==> src/hdl/t0pbh_pkg.sv <==
// Types and constants for the T=0 procedure byte handler.
package t0pbh_pkg;

    localparam int MAX_RESPONSE_DEF = 258;
    localparam logic [7:0] NULL_LIMIT_RESET = 8'd200;

    localparam logic [7:0] NULL_BYTE = 8'h60;
    localparam logic [3:0] SW1_NIB_6 = 4'h6;
    localparam logic [3:0] SW1_NIB_9 = 4'h9;

    localparam int IN_DATA_W  = 40;
    localparam int IN_USER_W  = 2;
    localparam int OUT_DATA_W = 64;
    localparam int OUT_USER_W = 3;

    typedef enum logic [1:0] {
        CMD_START    = 2'd0,
        CMD_BYTE     = 2'd1,
        CMD_LINK_ERR = 2'd2,
        CMD_UNUSED   = 2'd3
    } cmd_t;

    typedef enum logic [2:0] {
        ACT_NONE      = 3'd0,
        ACT_SEND_REM  = 3'd1,
        ACT_SEND_ONE  = 3'd2,
        ACT_DATA      = 3'd3,
        ACT_DONE      = 3'd4,
        ACT_PROTO_ERR = 3'd5,
        ACT_NULL_LIM  = 3'd6,
        ACT_LINK_ERR  = 3'd7
    } act_t;

    typedef enum logic [3:0] {
        PH_IDLE = 4'b0001,
        PH_PROC = 4'b0010,
        PH_DATA = 4'b0100,
        PH_SW2  = 4'b1000
    } phase_t;

    typedef struct packed {
        act_t       action;
        logic [7:0] tx_count;
        logic [7:0] tx_offset;
        logic [8:0] data_index;
        logic [7:0] data_byte;
        logic [7:0] sw1;
        logic [7:0] sw2;
        logic [8:0] resp_len;
    } result_t;

endpackage

==> src/hdl/t0_procedure_byte_handler_core.sv <==
// T=0 procedure byte handler: per-word classification, exchange state and result register.
// A result word is registered and appears on m_axis in the cycle after its input word is accepted.
// Throughput: one word per cycle; a new word is taken in the same cycle the pending result
// is read, so s_axis_tready drops only while the result register is full and stalled.
// Reset (aresetn low, synchronous): exchange idle, all counters and latched header cleared,
// null_limit back to 200, no result pending.
module t0_procedure_byte_handler_core #(
    parameter int MAX_RESPONSE = t0pbh_pkg::MAX_RESPONSE_DEF
) (
    input  logic                              aclk,
    input  logic                              aresetn,
    input  logic                              cfg_wr_en,
    input  logic [7:0]                        cfg_wr_data,   // null_limit
    input  logic                              s_axis_tvalid,
    output logic                              s_axis_tready,
    // ins[7:0], outgoing[8], lc[16:9], le[25:17], rx_byte[33:26], zero pad
    input  logic [t0pbh_pkg::IN_DATA_W-1:0]   s_axis_tdata,
    // cmd[1:0]
    input  logic [t0pbh_pkg::IN_USER_W-1:0]   s_axis_tuser,
    output logic                              m_axis_tvalid,
    input  logic                              m_axis_tready,
    // tx_count[7:0], tx_offset[15:8], data_index[24:16], data_byte[32:25],
    // sw1[40:33], sw2[48:41], resp_len[57:49], zero pad
    output logic [t0pbh_pkg::OUT_DATA_W-1:0]  m_axis_tdata,
    // action[2:0]
    output logic [t0pbh_pkg::OUT_USER_W-1:0]  m_axis_tuser
);
    import t0pbh_pkg::*;

    // receive counter must hold MAX_RESPONSE and a full 9-bit Le
    localparam int CLOG_W = $clog2(MAX_RESPONSE + 1);
    localparam int CNT_W  = (CLOG_W < 10) ? 10 : CLOG_W;
    localparam logic [CNT_W-1:0] ROOM = CNT_W'(MAX_RESPONSE - 2);

    logic [7:0]       null_limit_reg;
    phase_t           phase_reg, phase_next;
    logic [7:0]       null_count_reg, null_count_next;
    logic [7:0]       sent_count_reg, sent_count_next;
    logic [CNT_W-1:0] recv_count_reg, recv_count_next;
    logic [CNT_W-1:0] recv_target_reg, recv_target_next;
    logic [7:0]       ins_reg, ins_next;
    logic             dir_reg, dir_next;
    logic [7:0]       lc_reg, lc_next;
    logic [CNT_W-1:0] le_reg, le_next;
    logic [7:0]       sw1_reg, sw1_next;
    result_t          res_reg, res_next;
    logic             m_valid_reg;

    cmd_t             in_cmd;
    logic [7:0]       in_ins;
    logic             in_outgoing;
    logic [7:0]       in_lc;
    logic [CNT_W-1:0] in_le;
    logic [7:0]       in_byte;
    logic             in_acc;
    logic [7:0]       null_inc;
    logic [CNT_W-1:0] recv_inc;
    logic             is_ack;
    logic             is_nack;

    assign in_cmd      = cmd_t'(s_axis_tuser[1:0]);
    assign in_ins      = s_axis_tdata[7:0];
    assign in_outgoing = s_axis_tdata[8];
    assign in_lc       = s_axis_tdata[16:9];
    assign in_le       = {{(CNT_W-9){1'b0}}, s_axis_tdata[25:17]};
    assign in_byte     = s_axis_tdata[33:26];

    assign s_axis_tready = !m_valid_reg || m_axis_tready;
    assign in_acc        = s_axis_tvalid && s_axis_tready;

    assign null_inc = (null_count_reg != 8'hFF) ? null_count_reg + 8'd1 : null_count_reg;
    assign recv_inc = recv_count_reg + CNT_W'(1);
    // ACK matches INS bits 3..1, inverted ACK matches them complemented
    assign is_ack   = (in_byte[3:1] == ins_reg[3:1]);
    assign is_nack  = (in_byte[3:1] == ~ins_reg[3:1]);

    always_comb begin
        phase_next       = phase_reg;
        null_count_next  = null_count_reg;
        sent_count_next  = sent_count_reg;
        recv_count_next  = recv_count_reg;
        recv_target_next = recv_target_reg;
        ins_next         = ins_reg;
        dir_next         = dir_reg;
        lc_next          = lc_reg;
        le_next          = le_reg;
        sw1_next         = sw1_reg;
        res_next         = '0;
        res_next.action  = ACT_NONE;

        case (in_cmd)
            CMD_START: begin
                ins_next         = in_ins;
                dir_next         = in_outgoing;
                lc_next          = in_lc;
                le_next          = (in_le > ROOM) ? ROOM : in_le;
                null_count_next  = '0;
                sent_count_next  = '0;
                recv_count_next  = '0;
                recv_target_next = '0;
                sw1_next         = '0;
                phase_next       = PH_PROC;
            end
            CMD_LINK_ERR: begin
                if (phase_reg != PH_IDLE) begin
                    phase_next      = PH_IDLE;
                    res_next.action = ACT_LINK_ERR;
                end
            end
            CMD_BYTE: begin
                unique case (phase_reg)
                    PH_IDLE: ;
                    PH_PROC: begin
                        if (in_byte == NULL_BYTE) begin
                            null_count_next = null_inc;
                            if (null_inc >= null_limit_reg) begin
                                phase_next      = PH_IDLE;
                                res_next.action = ACT_NULL_LIM;
                            end
                        end else if (in_byte[7:4] == SW1_NIB_6 ||
                                     in_byte[7:4] == SW1_NIB_9) begin
                            sw1_next        = in_byte;
                            recv_count_next = recv_inc;
                            phase_next      = PH_SW2;
                        end else if (!is_ack && !is_nack) begin
                            phase_next      = PH_IDLE;
                            res_next.action = ACT_PROTO_ERR;
                        end else begin
                            null_count_next = '0;
                            if (dir_reg) begin
                                if (sent_count_reg >= lc_reg) begin
                                    phase_next      = PH_IDLE;
                                    res_next.action = ACT_PROTO_ERR;
                                end else if (is_ack) begin
                                    sent_count_next    = lc_reg;
                                    res_next.action    = ACT_SEND_REM;
                                    res_next.tx_count  = lc_reg - sent_count_reg;
                                    res_next.tx_offset = sent_count_reg;
                                end else begin
                                    sent_count_next    = sent_count_reg + 8'd1;
                                    res_next.action    = ACT_SEND_ONE;
                                    res_next.tx_count  = 8'd1;
                                    res_next.tx_offset = sent_count_reg;
                                end
                            end else if (recv_count_reg >= ROOM) begin
                                phase_next      = PH_IDLE;
                                res_next.action = ACT_PROTO_ERR;
                            end else if (is_ack) begin
                                // nothing left to receive when Le is already reached
                                if (le_reg > recv_count_reg) begin
                                    recv_target_next = le_reg;
                                    phase_next       = PH_DATA;
                                end
                            end else begin
                                recv_target_next = recv_inc;
                                phase_next       = PH_DATA;
                            end
                        end
                    end
                    PH_DATA: begin
                        recv_count_next     = recv_inc;
                        if (recv_inc >= recv_target_reg) begin
                            phase_next = PH_PROC;
                        end
                        res_next.action     = ACT_DATA;
                        res_next.data_index = recv_count_reg[8:0];
                        res_next.data_byte  = in_byte;
                    end
                    PH_SW2: begin
                        phase_next        = PH_IDLE;
                        res_next.action   = ACT_DONE;
                        res_next.sw1      = sw1_reg;
                        res_next.sw2      = in_byte;
                        res_next.resp_len = recv_inc[8:0];
                    end
                    default: ;
                endcase
            end
            default: ;
        endcase
    end

    always_ff @(posedge aclk) begin
        if (!aresetn) begin
            null_limit_reg  <= NULL_LIMIT_RESET;
            m_valid_reg     <= 1'b0;
            phase_reg       <= PH_IDLE;
            null_count_reg  <= '0;
            sent_count_reg  <= '0;
            recv_count_reg  <= '0;
            recv_target_reg <= '0;
            ins_reg         <= '0;
            dir_reg         <= 1'b0;
            lc_reg          <= '0;
            le_reg          <= '0;
            sw1_reg         <= '0;
        end else begin
            if (cfg_wr_en) begin
                null_limit_reg <= cfg_wr_data;
            end
            if (s_axis_tready) begin
                m_valid_reg <= s_axis_tvalid;
            end
            if (in_acc) begin
                phase_reg       <= phase_next;
                null_count_reg  <= null_count_next;
                sent_count_reg  <= sent_count_next;
                recv_count_reg  <= recv_count_next;
                recv_target_reg <= recv_target_next;
                ins_reg         <= ins_next;
                dir_reg         <= dir_next;
                lc_reg          <= lc_next;
                le_reg          <= le_next;
                sw1_reg         <= sw1_next;
            end
        end
    end

    always_ff @(posedge aclk) begin
        if (in_acc) begin
            res_reg <= res_next;
        end
    end

    assign m_axis_tvalid = m_valid_reg;
    assign m_axis_tuser  = res_reg.action;
    assign m_axis_tdata  = {6'd0, res_reg.resp_len, res_reg.sw2, res_reg.sw1,
                            res_reg.data_byte, res_reg.data_index,
                            res_reg.tx_offset, res_reg.tx_count};

endmodule
==> config.mk <==
export PLATFORM = sky130hd
export DESIGN_NAME = t0_procedure_byte_handler_core
export DESIGN_NICKNAME = d
export VERILOG_FILES = /design/src/hdl/t0pbh_pkg.sv /design/src/hdl/t0_procedure_byte_handler_core.sv
export SDC_FILE = /design/constraint.sdc
export NUM_CORES = 1
export LEC_CHECK = 0
export BUFFER_PORTS_ARGS = -buffer_cell sky130_fd_sc_hd__buf_2
export CORE_ASPECT_RATIO = 0.75
export CORE_MARGIN = 5
export CORE_UTILIZATION = 51
export DETAILED_ROUTE_END_ITERATION = 8
export GPL_ROUTABILITY_DRIVEN = 0
export GPL_TIMING_DRIVEN = 0
export HOLD_SLACK_MARGIN = 0.02
export PLACE_DENSITY_LB_ADDON = 0.3
export SLEW_MARGIN = 20
export SYNTH_ARGS = -nofsm -noshare
export SYNTH_HDL_FRONTEND = slang
export SYNTH_SLANG_ARGS = --single-unit
==> constraint.sdc <==
create_clock -name aclk -period 3.38 [get_ports aclk]
set_input_delay 0.676 -clock aclk [delete_from_list [all_inputs] [get_ports aclk]]
set_output_delay 0.676 -clock aclk [all_outputs]
set_load 0.02 [all_outputs]
==> impl_metrics.toml <==
[timing]
tightest_slew_ns = 0.975
whs_ns = 0.461
timing.slew.headroom = 0.344
finalMaxSlewViolations = 0
setup_tns_ns = 0
final_hold_viol_count = 0
finClkSkew_ns = 0.00861
max_freq_mhz = 311
setup_viol = 0
min_period_over_period = 0.952
rsz0062_at_grt = "no"
fin_crit_ns = 3.22

[hold_path]
hold_path.class = "in2reg"

[global_route]
grt_overflow = 0
grt_max_degree = 33
grt_pass1_wl_mm = 31.0
grt.total_usage = 0.235
grt_pass1_vias = 5921
antenna_found_initial = 0

[synth]
ys.flop_type = "dfxtp_1"
synth-compound-area-share = 0.142
synthAdderAreaFrac = 0.0743
synthSimpleGateAreaFrac = 0.208
synth_cell_types = 70
synth_edf_count = 61
synthArstFlopShare = 0
synthesis.area_um2 = 7340
yosysTopAreaCellShare = 0.250
ys_seq_area_frac = 0.462
synth.avg_cell_area_um2 = 9.23
ys_seq_elements = 139
synth_mux_area_frac = 0.0228
synth_top_cell_by_area = "edfxtp_1"
synth_xor_area_frac = 0.0346
yosysMostFrequentCell = "nand2_1"
synthTopCellsByCount = "nand2_1 (91), nor2_1 (90), dfxtp_1 (78), a21oi_1 (62), edfxtp_1 (61)"
yosys-top-cells-area = "edfxtp_1 (25%), dfxtp_1 (21%), ha_1 (7.2%)"
yosysWarningCount = 0
synth_top_family_by_area = "simple AND/OR/NAND/NOR gates"
netlist_instances = 795

[placed_design]
io_buffers = 105
placed_area_um2 = 8190
dp.cells = 1107
dpl.hpwl_mm = 14.7

[finish]
nFillCells = 1227
drive_above_1_share = 0.194
synthToLayoutAreaGrowth_pct = 21.1
design_area_um2 = 8890
antenna_cells = 0
nets = 1027
fin_cells = 1142
regArea_um2 = 3400
largest_reg_flops = 58
multiInputGateArea_um2 = 3600

[job]
cap_violations = 0

[critical_path]
crit_path_end_kind = "flip-flop"
cp-start-kind = "flip-flop"
worstSetupPathType = "reg2reg"
crit_fanout = 7
worst_ep_arrival_time_ns = 3.54
required_ns = 3.70

[clock_tree]
htree_levels = 4
cts_buffers = 17
insertion_delay_ns = 0.43
cts.path.max_buffers = 2
cts-root-buf = "clkbuf_16"
clkTransAtPathRegs_ns = 0.06
clkSinkCount = 139
cts_tree = "built"

[die]
rows = 38
core-area_um2 = 14300
initial_core_util = 0.513
io_pins = 124
die_x_um = 149
dieHeight_um = 114
die-area_um2 = 16900

[power_and_ir_drop]
p_leak_nw = 3.55
vdd_drop_max_mv = 0.352
p_per_area_nw_per_um2 = 473

[routing]
drcViolationCount = 0
vias_per_cell = 5.63
first_pass_iters = 5
totalWireLength_mm = 19.6
ant_nets = 0
vias = 6425
drt_iter0_drc = 639
wl_per_cell_um = 17.2

[status]
status = "complete, no violations"
## final timing paths
kind / start / to / slack (ns) / cells past startpoint
worst max-delay path: recv_count_reg[2]$_SDFFE_PN0P_ / phase_reg[0]$_SDFFE_PN1P_ / 0.16 / 12
worst min-delay path: cfg_wr_data[3] / null_limit_reg[3]$_SDFFE_PN1P_ / 0.46 / 3
worst max register to register: recv_count_reg[2]$_SDFFE_PN0P_ / phase_reg[0]$_SDFFE_PN1P_ / 0.16 / 12
worst min register to register: sw1_reg[6]$_SDFFE_PN0P_ / sw1_reg[6]$_SDFFE_PN0P_ / 0.47 / 2
## area by class of cell
class                      count  share of cell area
clock buffer                  19              0.0498
sequential                   139               0.382
tap                          200              0.0281
buffer                        44              0.0234
inverter                      52              0.0224
multi-input combinational    564               0.405
clock inverter                13              0.0215
timing repair buffer         111              0.0678
## layer usage
| metal | global-route usage | vias to the layer above | share of wire |
|---|---|---|---|
| li1 | - | 3095 | - |
| met1 | 0.339 | 3033 | 0.47 |
| met2 | 0.341 | 271 | 0.42 |
| met3 | 0.0763 | 26 | 0.098 |
| met4 | 0.0615 | 0 | 0.012 |
| met5 | 0 | - | 0 |
## report_power, final
part,switching (mW),internal (mW)
Sequential,0.0249,1.80
Clock,0.730,1.26
Combinational,0.257,0.134
## kinds of logic after synthesis
family / Yosys count
and+or+nand+nor: 311
DFF: 139
AOI/OAI and AO/OA: 159
adders and majority gates: 43
buffers and inverters: 97
other: 1
muxes: 16
xor gates and xnor gates: 29
## metrics by stage
stage / util / power (mW) / setup slack, ns
after floorplan: - / 2.10 / 0.132
after global placement: 0.569 / 2.23 / -0.739
after detailed placement: 0.572 / 2.25 / -0.612
after CTS: 0.618 / 4.23 / 0.0298
after global routing: 0.621 / 4.35 / 0.0167
final: 0.621 / 4.21 / 0.162
## what timing repair did
item / CTS / global route
endpoints found under the hold margin: 0 / 0
pin swaps: 1 / 2
cloned: 0 / 0
setup buffers: 1 / 3
endpoints found under the setup margin: 4 / 5
hold buffers: 0 / 0
resized for setup: 5 / 7
## cell usage in the layout, fill, tap and decap left out, types with 5 or more instances in the layout
cell,n
a211o_1,9
a211oi_1,9
a21oi_1,62
a22oi_1,9
and2_1,6
and3_1,15
buf_1,5
buf_2,112
buf_4,11
clkbuf_1,25
clkbuf_16,17
conb_1,6
dfxtp_1,75
edfxtp_1,61
ha_1,41
inv_1,51
mux2i_1,13
nand2_1,91
nand2b_1,15
nand3_1,24
nand3b_1,10
nand4_1,9
nor2_1,90
nor3_1,12
nor4_1,9
o211ai_1,19
o21ai_0,16
xnor2_1,17
xor2_1,11
## worst max-delay path: stages (launching register included)
cell	delay, ns
dfxtp_2	0.41
nand2_1	0.09
or2_2	0.34
nor2_1	0.19
xnor2_1	0.21
ha_1	0.30
a211oi_1	0.23
nor2_1	0.09
or4_1	0.47
o211ai_1	0.12
nand4bb_1	0.18
buf_4	0.17
mux2_4	0.29
Power figures use the tool's default switching activity.
